==> src/rtl/smf_pkg.sv <==
// Shared constants and types for the series median filter.
`default_nettype none
package smf_pkg;

  localparam int SERIES_LEN = 16;
  localparam int SMP_W      = 16;
  localparam int HELD_W     = 5;
  localparam int CNT_W      = $clog2(SERIES_LEN + 1);
  localparam int IDX_W      = $clog2(SERIES_LEN);
  localparam int MIN_MED    = 3;

  typedef struct packed {
    logic                    start;
    logic signed [SMP_W-1:0] value;
    logic [CNT_W-1:0]        count;
  } smf_cmd_t;

  typedef struct packed {
    logic                    done;
    logic                    med_ok;
    logic signed [SMP_W-1:0] med;
  } smf_sts_t;

endpackage
`default_nettype wire

==> src/rtl/series_median_filter.sv <==
// Top level of the series median filter: handshakes, series count, median and result register.
`default_nettype none
// Running median over a series of up to SERIES_LEN signed samples (16 here).
// Each accepted item yields exactly one result item. Samples are kept in
// ascending order in a single-port-write RAM by insertion: an item walks
// down the RAM one entry per cycle, and once MIN_MED samples are held the
// two middle entries are read for the median. An item arriving on a full
// series closes it; its result is loaded into the output register once that
// register is free. The next item is taken as soon as the previous result
// sits in the output register.
module series_median_filter (
  input  wire logic                         clk,
  input  wire logic                         rst_n,
  input  wire logic                         in_valid,
  output logic                              in_ready,
  input  wire logic signed [smf_pkg::SMP_W-1:0] in_sample,
  output logic                              out_valid,
  input  wire logic                         out_ready,
  output logic                              out_series_done,
  output logic signed [smf_pkg::SMP_W-1:0]  out_median_value,
  output logic                              out_median_valid,
  output logic [smf_pkg::HELD_W-1:0]        out_samples_held
);
  import smf_pkg::*;

  logic                    busy_r, busy_nxt;
  logic                    pend_r, pend_nxt;
  logic                    closed_r, closed_nxt;
  logic [CNT_W-1:0]        count_r, count_nxt;
  logic signed [SMP_W-1:0] median_r, median_nxt;
  logic                    out_valid_r, out_valid_nxt;
  logic                    out_done_r, out_done_nxt;
  logic signed [SMP_W-1:0] out_med_r, out_med_nxt;
  logic                    out_mok_r, out_mok_nxt;
  logic [HELD_W-1:0]       out_held_r, out_held_nxt;

  logic                    accept, load, full;
  smf_cmd_t                cmd;
  smf_sts_t                sts;

  assign in_ready = !busy_r;
  assign accept   = in_valid && in_ready;
  assign full     = count_r >= CNT_W'(SERIES_LEN);
  assign load     = pend_r && (!out_valid_r || out_ready);

  assign cmd.start = accept && !full;
  assign cmd.value = in_sample;
  assign cmd.count = count_r;

  smf_sorter u_sorter (
    .clk   (clk),
    .rst_n (rst_n),
    .cmd   (cmd),
    .sts   (sts)
  );

  always_comb begin
    busy_nxt      = busy_r;
    pend_nxt      = pend_r;
    closed_nxt    = closed_r;
    count_nxt     = count_r;
    median_nxt    = median_r;
    out_valid_nxt = out_valid_r && !out_ready;
    out_done_nxt  = out_done_r;
    out_med_nxt   = out_med_r;
    out_mok_nxt   = out_mok_r;
    out_held_nxt  = out_held_r;
    if (accept) begin
      busy_nxt = 1'b1;
      if (full) begin
        // sample dropped, series closed; median stays for this result
        count_nxt  = '0;
        closed_nxt = 1'b1;
        pend_nxt   = 1'b1;
      end else begin
        closed_nxt = 1'b0;
        if (count_r == '0) begin
          median_nxt = '0;
        end
      end
    end
    if (sts.done) begin
      count_nxt = count_r + CNT_W'(1);
      if (sts.med_ok) begin
        median_nxt = sts.med;
      end
      pend_nxt = 1'b1;
    end
    if (load) begin
      busy_nxt      = 1'b0;
      pend_nxt      = 1'b0;
      out_valid_nxt = 1'b1;
      out_done_nxt  = closed_r;
      out_med_nxt   = median_r;
      out_mok_nxt   = count_r >= CNT_W'(MIN_MED);
      out_held_nxt  = HELD_W'(count_r);
    end
  end

  always_ff @(posedge clk) begin
    if (!rst_n) begin
      busy_r      <= 1'b0;
      pend_r      <= 1'b0;
      count_r     <= '0;
      median_r    <= '0;
      out_valid_r <= 1'b0;
    end else begin
      busy_r      <= busy_nxt;
      pend_r      <= pend_nxt;
      count_r     <= count_nxt;
      median_r    <= median_nxt;
      out_valid_r <= out_valid_nxt;
    end
    closed_r   <= closed_nxt;
    out_done_r <= out_done_nxt;
    out_med_r  <= out_med_nxt;
    out_mok_r  <= out_mok_nxt;
    out_held_r <= out_held_nxt;
  end

  assign out_valid        = out_valid_r;
  assign out_series_done  = out_done_r;
  assign out_median_value = out_med_r;
  assign out_median_valid = out_mok_r;
  assign out_samples_held = out_held_r;

`ifndef SYNTH
  a_pend_busy: assert property (@(posedge clk) disable iff (!rst_n)
    pend_r |-> busy_r)
    else $error("result pending with no item in flight");
  a_count_range: assert property (@(posedge clk) disable iff (!rst_n)
    count_r <= CNT_W'(SERIES_LEN))
    else $error("series count beyond series length");
  a_done_busy: assert property (@(posedge clk) disable iff (!rst_n)
    sts.done |-> busy_r && !pend_r)
    else $error("sorter finished outside an item");
  a_load_frees: assert property (@(posedge clk) disable iff (!rst_n)
    load |=> out_valid_r && !busy_r)
    else $error("result load did not free the input side");
`endif

endmodule
`default_nettype wire

==> src/rtl/smf_sorter.sv <==
// Sorted sample store: insertion walk over a synchronous RAM and median read-out.
`default_nettype none
module smf_sorter (
  input  wire logic             clk,
  input  wire logic             rst_n,
  input  wire smf_pkg::smf_cmd_t cmd,
  output smf_pkg::smf_sts_t     sts
);
  import smf_pkg::*;

  typedef enum logic [2:0] {
    S_IDLE, S_CMP, S_PLACE, S_MID1, S_MID2, S_MID3
  } state_t;

  logic signed [SMP_W-1:0] mem [SERIES_LEN];
  logic signed [SMP_W-1:0] rdata_r;

  state_t                  state_r, state_nxt;
  logic [IDX_W-1:0]        pos_r, pos_nxt;
  logic signed [SMP_W-1:0] val_r, val_nxt;
  logic [CNT_W-1:0]        n_r, n_nxt;
  logic signed [SMP_W-1:0] lo_r, lo_nxt;
  logic                    done_r, done_nxt;
  logic                    med_ok_r, med_ok_nxt;
  logic signed [SMP_W-1:0] med_r, med_nxt;

  logic                    we;
  logic [IDX_W-1:0]        waddr, raddr;
  logic signed [SMP_W-1:0] wdata;
  logic [IDX_W-1:0]        half;
  logic signed [SMP_W:0]   pair_sum;

  assign half     = IDX_W'(n_r >> 1);
  assign pair_sum = {lo_r[SMP_W-1], lo_r} + {rdata_r[SMP_W-1], rdata_r};

  always_comb begin
    state_nxt  = state_r;
    pos_nxt    = pos_r;
    val_nxt    = val_r;
    n_nxt      = n_r;
    lo_nxt     = lo_r;
    done_nxt   = 1'b0;
    med_ok_nxt = med_ok_r;
    med_nxt    = med_r;
    we         = 1'b0;
    waddr      = pos_r;
    wdata      = val_r;
    raddr      = '0;
    case (state_r)
      S_IDLE: begin
        if (cmd.start) begin
          val_nxt = cmd.value;
          n_nxt   = cmd.count + CNT_W'(1);
          if (cmd.count == '0) begin
            // first sample of a series lands at the bottom
            we         = 1'b1;
            waddr      = '0;
            wdata      = cmd.value;
            done_nxt   = 1'b1;
            med_ok_nxt = 1'b0;
          end else begin
            raddr     = IDX_W'(cmd.count - CNT_W'(1));
            pos_nxt   = IDX_W'(cmd.count);
            state_nxt = S_CMP;
          end
        end
      end
      S_CMP: begin
        if (rdata_r > val_r) begin
          // shift the larger entry up one slot, fetch the next one down
          we      = 1'b1;
          wdata   = rdata_r;
          pos_nxt = pos_r - IDX_W'(1);
          if (pos_r == IDX_W'(1)) begin
            state_nxt = S_PLACE;
          end else begin
            raddr = pos_r - IDX_W'(2);
          end
        end else begin
          we = 1'b1;
          if (n_r >= CNT_W'(MIN_MED)) begin
            state_nxt = S_MID1;
          end else begin
            state_nxt  = S_IDLE;
            done_nxt   = 1'b1;
            med_ok_nxt = 1'b0;
          end
        end
      end
      S_PLACE: begin
        we = 1'b1;
        if (n_r >= CNT_W'(MIN_MED)) begin
          state_nxt = S_MID1;
        end else begin
          state_nxt  = S_IDLE;
          done_nxt   = 1'b1;
          med_ok_nxt = 1'b0;
        end
      end
      S_MID1: begin
        raddr     = half - IDX_W'(1);
        state_nxt = S_MID2;
      end
      S_MID2: begin
        lo_nxt    = rdata_r;
        raddr     = half;
        state_nxt = S_MID3;
      end
      S_MID3: begin
        // odd count: upper middle entry; even: floor average of the pair
        med_nxt    = n_r[0] ? rdata_r : pair_sum[SMP_W:1];
        med_ok_nxt = 1'b1;
        done_nxt   = 1'b1;
        state_nxt  = S_IDLE;
      end
      default: begin
        state_nxt = S_IDLE;
      end
    endcase
  end

  always_ff @(posedge clk) begin
    if (we) begin
      mem[waddr] <= wdata;
    end
    rdata_r <= mem[raddr];
  end

  always_ff @(posedge clk) begin
    if (!rst_n) begin
      state_r  <= S_IDLE;
      done_r   <= 1'b0;
      med_ok_r <= 1'b0;
    end else begin
      state_r  <= state_nxt;
      done_r   <= done_nxt;
      med_ok_r <= med_ok_nxt;
    end
    pos_r <= pos_nxt;
    val_r <= val_nxt;
    n_r   <= n_nxt;
    lo_r  <= lo_nxt;
    med_r <= med_nxt;
  end

  assign sts.done   = done_r;
  assign sts.med_ok = med_ok_r;
  assign sts.med    = med_r;

`ifndef SYNTH
  a_start_idle: assert property (@(posedge clk) disable iff (!rst_n)
    cmd.start |-> state_r == S_IDLE)
    else $error("sorter started while busy");
  a_cmp_pos: assert property (@(posedge clk) disable iff (!rst_n)
    state_r == S_CMP |-> pos_r != '0)
    else $error("compare step at bottom slot");
  a_done_pulse: assert property (@(posedge clk) disable iff (!rst_n)
    done_r |=> !done_r)
    else $error("done held longer than one cycle");
  a_mid_count: assert property (@(posedge clk) disable iff (!rst_n)
    state_r == S_MID1 |-> n_r >= CNT_W'(MIN_MED))
    else $error("median read with too few samples");
`endif

endmodule
`default_nettype wire

==> config.mk <==
export PLATFORM = sky130hd
export DESIGN_NAME = series_median_filter
export DESIGN_NICKNAME = d
export VERILOG_FILES = /design/src/rtl/smf_pkg.sv /design/src/rtl/series_median_filter.sv /design/src/rtl/smf_sorter.sv
export SDC_FILE = /design/constraint.sdc
export NUM_CORES = 1
export LEC_CHECK = 0
export ABC_AREA = 0
export BUFFER_PORTS_ARGS = -buffer_cell sky130_fd_sc_hd__buf_2
export CAP_MARGIN = 40
export CORE_MARGIN = 4
export CORE_UTILIZATION = 50
export CTS_BUF_LIST = sky130_fd_sc_hd__clkbuf_8
export CTS_CLUSTER_SIZE = 25
export DETAILED_ROUTE_END_ITERATION = 6
export PLACE_DENSITY_LB_ADDON = 0.25
export SLEW_MARGIN = 20
export SYNTH_ARGS = -nofsm -noshare
export SYNTH_HDL_FRONTEND = slang
export SYNTH_HIERARCHICAL = 1
export SYNTH_SLANG_ARGS = --single-unit
==> constraint.sdc <==
create_clock -name clk -period 6.3 [get_ports clk]
set_input_delay 0.315 -clock clk [delete_from_list [all_inputs] [get_ports clk]]
set_output_delay 0.315 -clock clk [all_outputs]
set_load 0.05 [all_outputs]
# Word-level counts from Yosys, hierarchy flattened
# Memories as Yosys holds them, arrays and structs flattened. A register that Yosys moved wholly into a read port is not among the register bits.
# Index checks and enable logic that the tools add are counted.
[word_totals] inputBits=20 elab_cells=113 memories=1 ram_bits=256 out_inout_bits=25 reg_bits=110
[op_classes] n_mux=49 n_eq_ne=12 magnitude_cmp=4 n_reduce_logical=22 n_bitwise=1 n_addsub=6
[memory_table] name="u_sorter.mem" words=16 word_bits=16 rd=1 rd_clocked_by_memory_dff=1 write_ports=1 line="smf_sorter.sv:15" source="logic signed [SMP_W-1:0] mem [SERIES_LEN];"
[ops] cell="2-to-1 mux 16 bit" count=9
[ops] cell="2-to-1 mux 4 bit" count=10
[ops] cell="one-hot mux 16 bit (2 select lines)" count=1
[ops] cell="adder 16 x 16 -> 17 bit" count=1
[ops] cell="> comparator 16 bit" count=1
[ops] cell="one-hot mux 4 bit (4 select lines)" count=1
[ops] cell="2-to-1 mux 1 bit" count=15
[ops] cell="2-to-1 mux 5 bit" count=3
[ops] cell="one-hot mux 3 bit (5 select lines)" count=1
[ops] cell="2-to-1 mux 3 bit" count=4
[ops] cell="subtractor 4 x 1 -> 4 bit (second input constant)" count=3
[ops] cell=">= comparator 5 x 2 -> 1 bit (second input constant)" count=2
[ops] cell="!= test 2 bit (second input constant)" count=4
[ops] cell="one-hot mux 1 bit (4 select lines)" count=2
[ops] cell="one-hot mux 4 bit (2 select lines)" count=1
[ops] cell="AND reduction 4 bit" count=2
[ops] cell="equality test 3 x 2 -> 1 bit (second input constant)" count=2
[ops] cell="equality test 3 bit (second input constant)" count=2
[ops] cell="nonzero test 2 bit" count=3
[ops] cell="adder 5 x 1 -> 5 bit (second input constant)" count=1
[ops] cell=">= comparator 5 bit (second input constant)" count=1
[ops] cell="logical NOT 5 bit" count=1
[ops] cell="equality test 4 x 1 -> 1 bit (second input constant)" count=1
[ops] cell="logical AND 1 bit" count=4
[ops] cell="14 further kinds" count=19

# Depth between registers and ports, before layout
[depth] ltp_word=7 mapped_depth=13 mapped_depth_nobuf=11

# By module
# The synthesis kept the hierarchy.
[by_module_without_submodules] module="smf_sorter" cells_each=951 seq_area_each_um2=9819.4 instances=1 area_per_inst_um2=14181.1
[by_module_without_submodules] module="series_median_filter" cells_each=146 seq_area_each_um2=1201.2 instances=1 area_per_inst_um2=1818.0

# Least setup slack after synthesis
# No wires, ideal clock.
[synth_path] path_kind="reg-to-reg" from="register busy_r" to="register u_sorter.rdata_r[10], read port of u_sorter.mem" t_required_ns=6.166 path_stages_with_launch=12 synth_period_minus_slack_ns=5.203 path_buffers=1 slack_ns=1.097 setup_ns=0.134 t_arrival_ns=5.069 cell_sequence="dfxtp_1 -> nand2b_4 -> nor2_1 -> nor4b_1 -> nand2_1 -> o221ai_1 -> a31oi_1 -> nor2b_1 -> nand2_1 -> clkbuf_1 -> o22ai_1 -> or4_1"
[synth_lines] item="start: declaration" line="series_median_filter.sv:26" source="logic busy_r, busy_nxt;"
[synth_lines] item="start signal: assignment" line="series_median_filter.sv:108" source="busy_r <= busy_nxt;"
[synth_lines] item="end: declaration" line="smf_sorter.sv:16" source="logic signed [SMP_W-1:0] rdata_r;"

# Final worst setup path
[layout_path] from="register u_sorter.rdata_r[15], read port of u_sorter.mem" to="register u_sorter.rdata_r[7], read port of u_sorter.mem"
[layout_between] elab_chain_len=3
[layout_lines] item="> comparator 16 bit" line="smf_sorter.sv:69" source="if (rdata_r > val_r) begin"
[layout_lines] item="2-to-1 mux 4 bit" line="smf_sorter.sv:69"
[layout_lines] item="one-hot mux 4 bit (4 select lines)" line="smf_sorter.sv:49" source="case (state_r)"
# Every way passes these cells.
# A chain may end at the register's enable or synchronous reset.

==> summary.txt <==
Critical path
  • Slowest stage delay, CP: 0.71 ns
  • Worst EP required: 6.74 ns
  • Critical Path Fanout Max: 88
  • Critical path arrival: 5.13 ns
  • Worst path slowest cell: nor4_1
  • Critical Path, Cell by Cell: ha_1 > nand4_1 > nor4_1 > a21boi_2 > o41a_1 > nor4_4 > buf_4 > a31oi_4 > buf_12 > mux2i_1 > o22ai_1 > or4_1
  • Crit path max-delay family: simple AND/OR/NAND/NOR gates
  • Reg2reg setup slack: 1.61 ns
  • Crit end category: flop
  • Critical path startpoint category: flop
  • Buf/Inv on CP: 2
  • Critical path class: flop to flop

Global route
  • First-pass GRT wire length: 52800 um
  • Total GRT Usage: 0.192
  • Pin count of the biggest net entering global routing: 89
  • Overflow after GRT: 0
  • Initial antenna violation count: 0
  • Vias in the first global route: 9313

STA
  • Setup slack after layout: 1.61 ns
  • Final setup violation count: 0
  • Worst Skew: 0.0370 ns
  • Final hold violation count: 0
  • Final Max Slew Viols: 0
  • Setup TNS: 0 ns
  • Slew Limit Headroom: 0.400
  • Worst-margin pin slew: 0.900 ns
  • Part of the cycle the worst path needs: 0.745
  • Max Clock Freq: 0.213 GHz
  • Final min period: 4.69 ns
  • RSZ-0062 raised after global routing: false

Placement
  • Dpl ws: 1.76 ns
  • Final estimated routing congestion in global placement: 0.814
  • HPWL after DPL: 21300 um
  • I/O Buffers: 44

Synthesis
  • FF+latch count, synth: 382
  • Cell variety after synth: 68
  • Mux share of post-synthesis cell area: 0.0801
  • Cell taking the most area after synthesis: edfxtp_1
  • Share of the synthesized area in the top cell type: 0.633
  • Syn Nets: 1159
  • Synthesis Warnings: 6
  • Synth Area in Compound Gates: 0.0842
  • EDFF count, synth: 337
  • Mean Syn Cell Area: 14.6 um2
  • Simple-gate share of the synthesized area: 0.0711
  • Post-synthesis sequential area ratio: 0.689
  • Synth Area in Adders: 0.0333
  • Post-Syn Area: 16000 um2
  • Async S/R FF share, synth: 0
  • Synth Flop Type: edfxtp_1
  • Largest family of logic cells by synthesized area: compound AO/OA/AOI/OAI gates
  • Largest cells by area after synthesis: edfxtp_1 63%, mux2i_1 8.0%, dfxtp_1 5.6%, ha_1 3.2%, o22ai_1 2.9%
  • Xor/xnor cell area share of the yosys netlist: 0.0109
  • Synth Instances: 1097

Clocking
  • TritonCTS clock tree: done
  • Inserted Clock Buffers: 60
  • Max Buffers Root-to-Sink: 3
  • Clk Latency, worst-skew pair: 0.61 ns
  • Postcts setup bufs: 0
  • H-tree depth: 2
  • Reg clk slew, reported paths: 0.06 ns
  • CTS root buf: clkbuf_8
  • Clock sinks: 382

Route
  • Drt total wl: 34300 um
  • Avg WL per Cell: 20.8 um
  • Via count: 9491
  • DRC: 0
  • DR pass1 iterations: 5
  • Antenna Violating Nets Remaining: 0
  • Vias per cell: 5.76
  • Initial DRC count: 783

Floorplanning
  • I/O pin count: 45
  • Die width: 187 um
  • Initial Util: 0.507
  • Die Y-Extent: 187 um
  • Core Area: 31600 um2
  • # rows: 65
  • Die area: 34900 um2

Pwr
  • Worst VDD drop: 0.192 mV
  • Power Total: 0.00609 W
  • Power Density: 333 nW/um2
  • Pleak: 7.30 nW

Final layout
  • Fillers: 2508
  • Share of post-route cells with drive strength above 1: 0.155
  • Synth-to-Final Area Change: 14.1%
  • Layout net count: 1260
  • N_diodes: 0

Hold path
  • Hold Crit Class: input pin to flop

Outcome
  • Status: finished clean

Flow run
  • Max-Cap Viols: 0
-- state kept, by name (all words and copies together) (netlist names), 3 cells and up --
signal and count:
u_sorter/state_r 3, u_sorter/pos_r 4, median_r 16, u_sorter/lo_r 16, u_sorter/rdata_r 16, out_samples_held 5
count_r 5, u_sorter/val_r 16, u_sorter/n_r 5, out_median_value 16, u_sorter/med_r 16, u_sorter/mem 256
-- routing by layer --
| layer | wire length, um | GRT usage | vias up |
|---|---|---|---|
| met5 | 0 | 0 | - |
| met4 | 873 | 0.0614 | 0 |
| met3 | 1980 | 0.0325 | 63 |
| met2 | 16700 | 0.322 | 281 |
| met1 | 14800 | 0.257 | 4685 |
| li1 | - | - | 4462 |
-- through the flow --
step / util / cell area (um2) / instances / hold slack [ns]
floorplan: - / 16000 / 1097 / 0.400
global placement: 0.529 / 16700 / 1509 / 0.406
detailed placement: 0.533 / 16800 / 1519 / 0.409
CTS: 0.578 / 18200 / 1648 / 0.246
global route: 0.579 / 18300 / 1649 / 0.294
finish: 0.579 / 18300 / 1649 / 0.288
-- final cells by class --
| cell class | instances | area, um2 | share of cell area |
|---|---|---|---|
| Timing Repair Buffer | 94 | 727 | 0.0398 |
| Clock buffer | 72 | 991 | 0.0543 |
| Inverter | 57 | 214 | 0.0117 |
| Tap cell | 402 | 503 | 0.0275 |
| Sequential cell | 382 | 11000 | 0.604 |
| Clock inverter | 39 | 263 | 0.0144 |
| Multi-Input combinational cell | 603 | 4540 | 0.249 |
-- power breakdown --
group          leakage [nW]  internal [W]  switching [W]  total (W)
combinational          3.16      0.000339       0.000579   0.000918
sequential             3.44       0.00297       0.000107    0.00308
clock                 0.698       0.00116       0.000929    0.00209
-- final timing paths --
check	to	cells after the start	startpoint
max	u_sorter/rdata_r[7]	12	u_sorter/rdata_r[15]
max reg2reg	u_sorter/rdata_r[7]	12	u_sorter/rdata_r[15]
min reg2reg	out_series_done	0	closed_r
min	pend_r	2	rst_n
-- synthesized netlist by cell type, types with 8 or more instances --
| cell | count |
|---|---|
| a21oi_1 | 16 |
| a222oi_1 | 16 |
| buf_2 | 17 |
| buf_4 | 8 |
| clkbuf_1 | 25 |
| dfxtp_1 | 45 |
| edfxtp_1 | 337 |
| ha_1 | 41 |
| inv_1 | 55 |
| mux2i_1 | 128 |
| nand2_1 | 75 |
| nand2b_1 | 10 |
| nand3_1 | 27 |
| nor2_1 | 32 |
| nor3_1 | 21 |
| o21ai_0 | 29 |
| o22ai_1 | 73 |
| o22ai_2 | 10 |
| or4_1 | 17 |
| xnor2_1 | 13 |
-- cells by family after synthesis --
logic type,after synthesis
xor gates and xnor gates,20
AOI/OAI and AO/OA,191
adders and majority gates,42
DFF,382
muxes,128
buffers and inverters,112
and+or+nand+nor,222
-- cells in the final DEF (no fill, tap or decap), types with 4 or more instances in the layout --
cell and n:
nand4_1 5, buf_4 19, clkinv_1 11, xnor2_1 13
ha_1 41, o21ai_0 29, o22ai_1 73, nand2_1 75
o21a_1 4, nor2_1 20, dfxtp_1 45, buf_2 45
nor3_1 18, o31ai_1 4, a222oi_1 16, buf_8 7
edfxtp_1 337, a21oi_1 16, and2_1 4, clkinv_2 4
nor2b_1 7, dlygate4sd3_1 18, nand3_1 27, nand3b_1 4
mux2i_1 128, a31oi_1 4, nor2_2 12, nand2b_1 10
xor2_1 7, or4_1 17, clkbuf_8 72, o22ai_2 10
inv_1 72, or3_1 5
-- worst register-to-register path: cells and delay by family (launching register included) --
kind                       cells  cell delay [ns]
AOI/OAI and AO/OA              4             1.05
adders and majority gates      1             0.37
buffers and inverters          2             0.71
DFF                            1             0.37
muxes                          1             0.44
and+or+nand+nor                4             1.59
-- what timing repair did --
action / 4_1_cts / 5_1_grt
hold endpoints to repair: 18 / 0
resized for setup: 0 / 0
hold buffers: 18 / 0
Note: power is estimated with default switching activity, not from simulation.
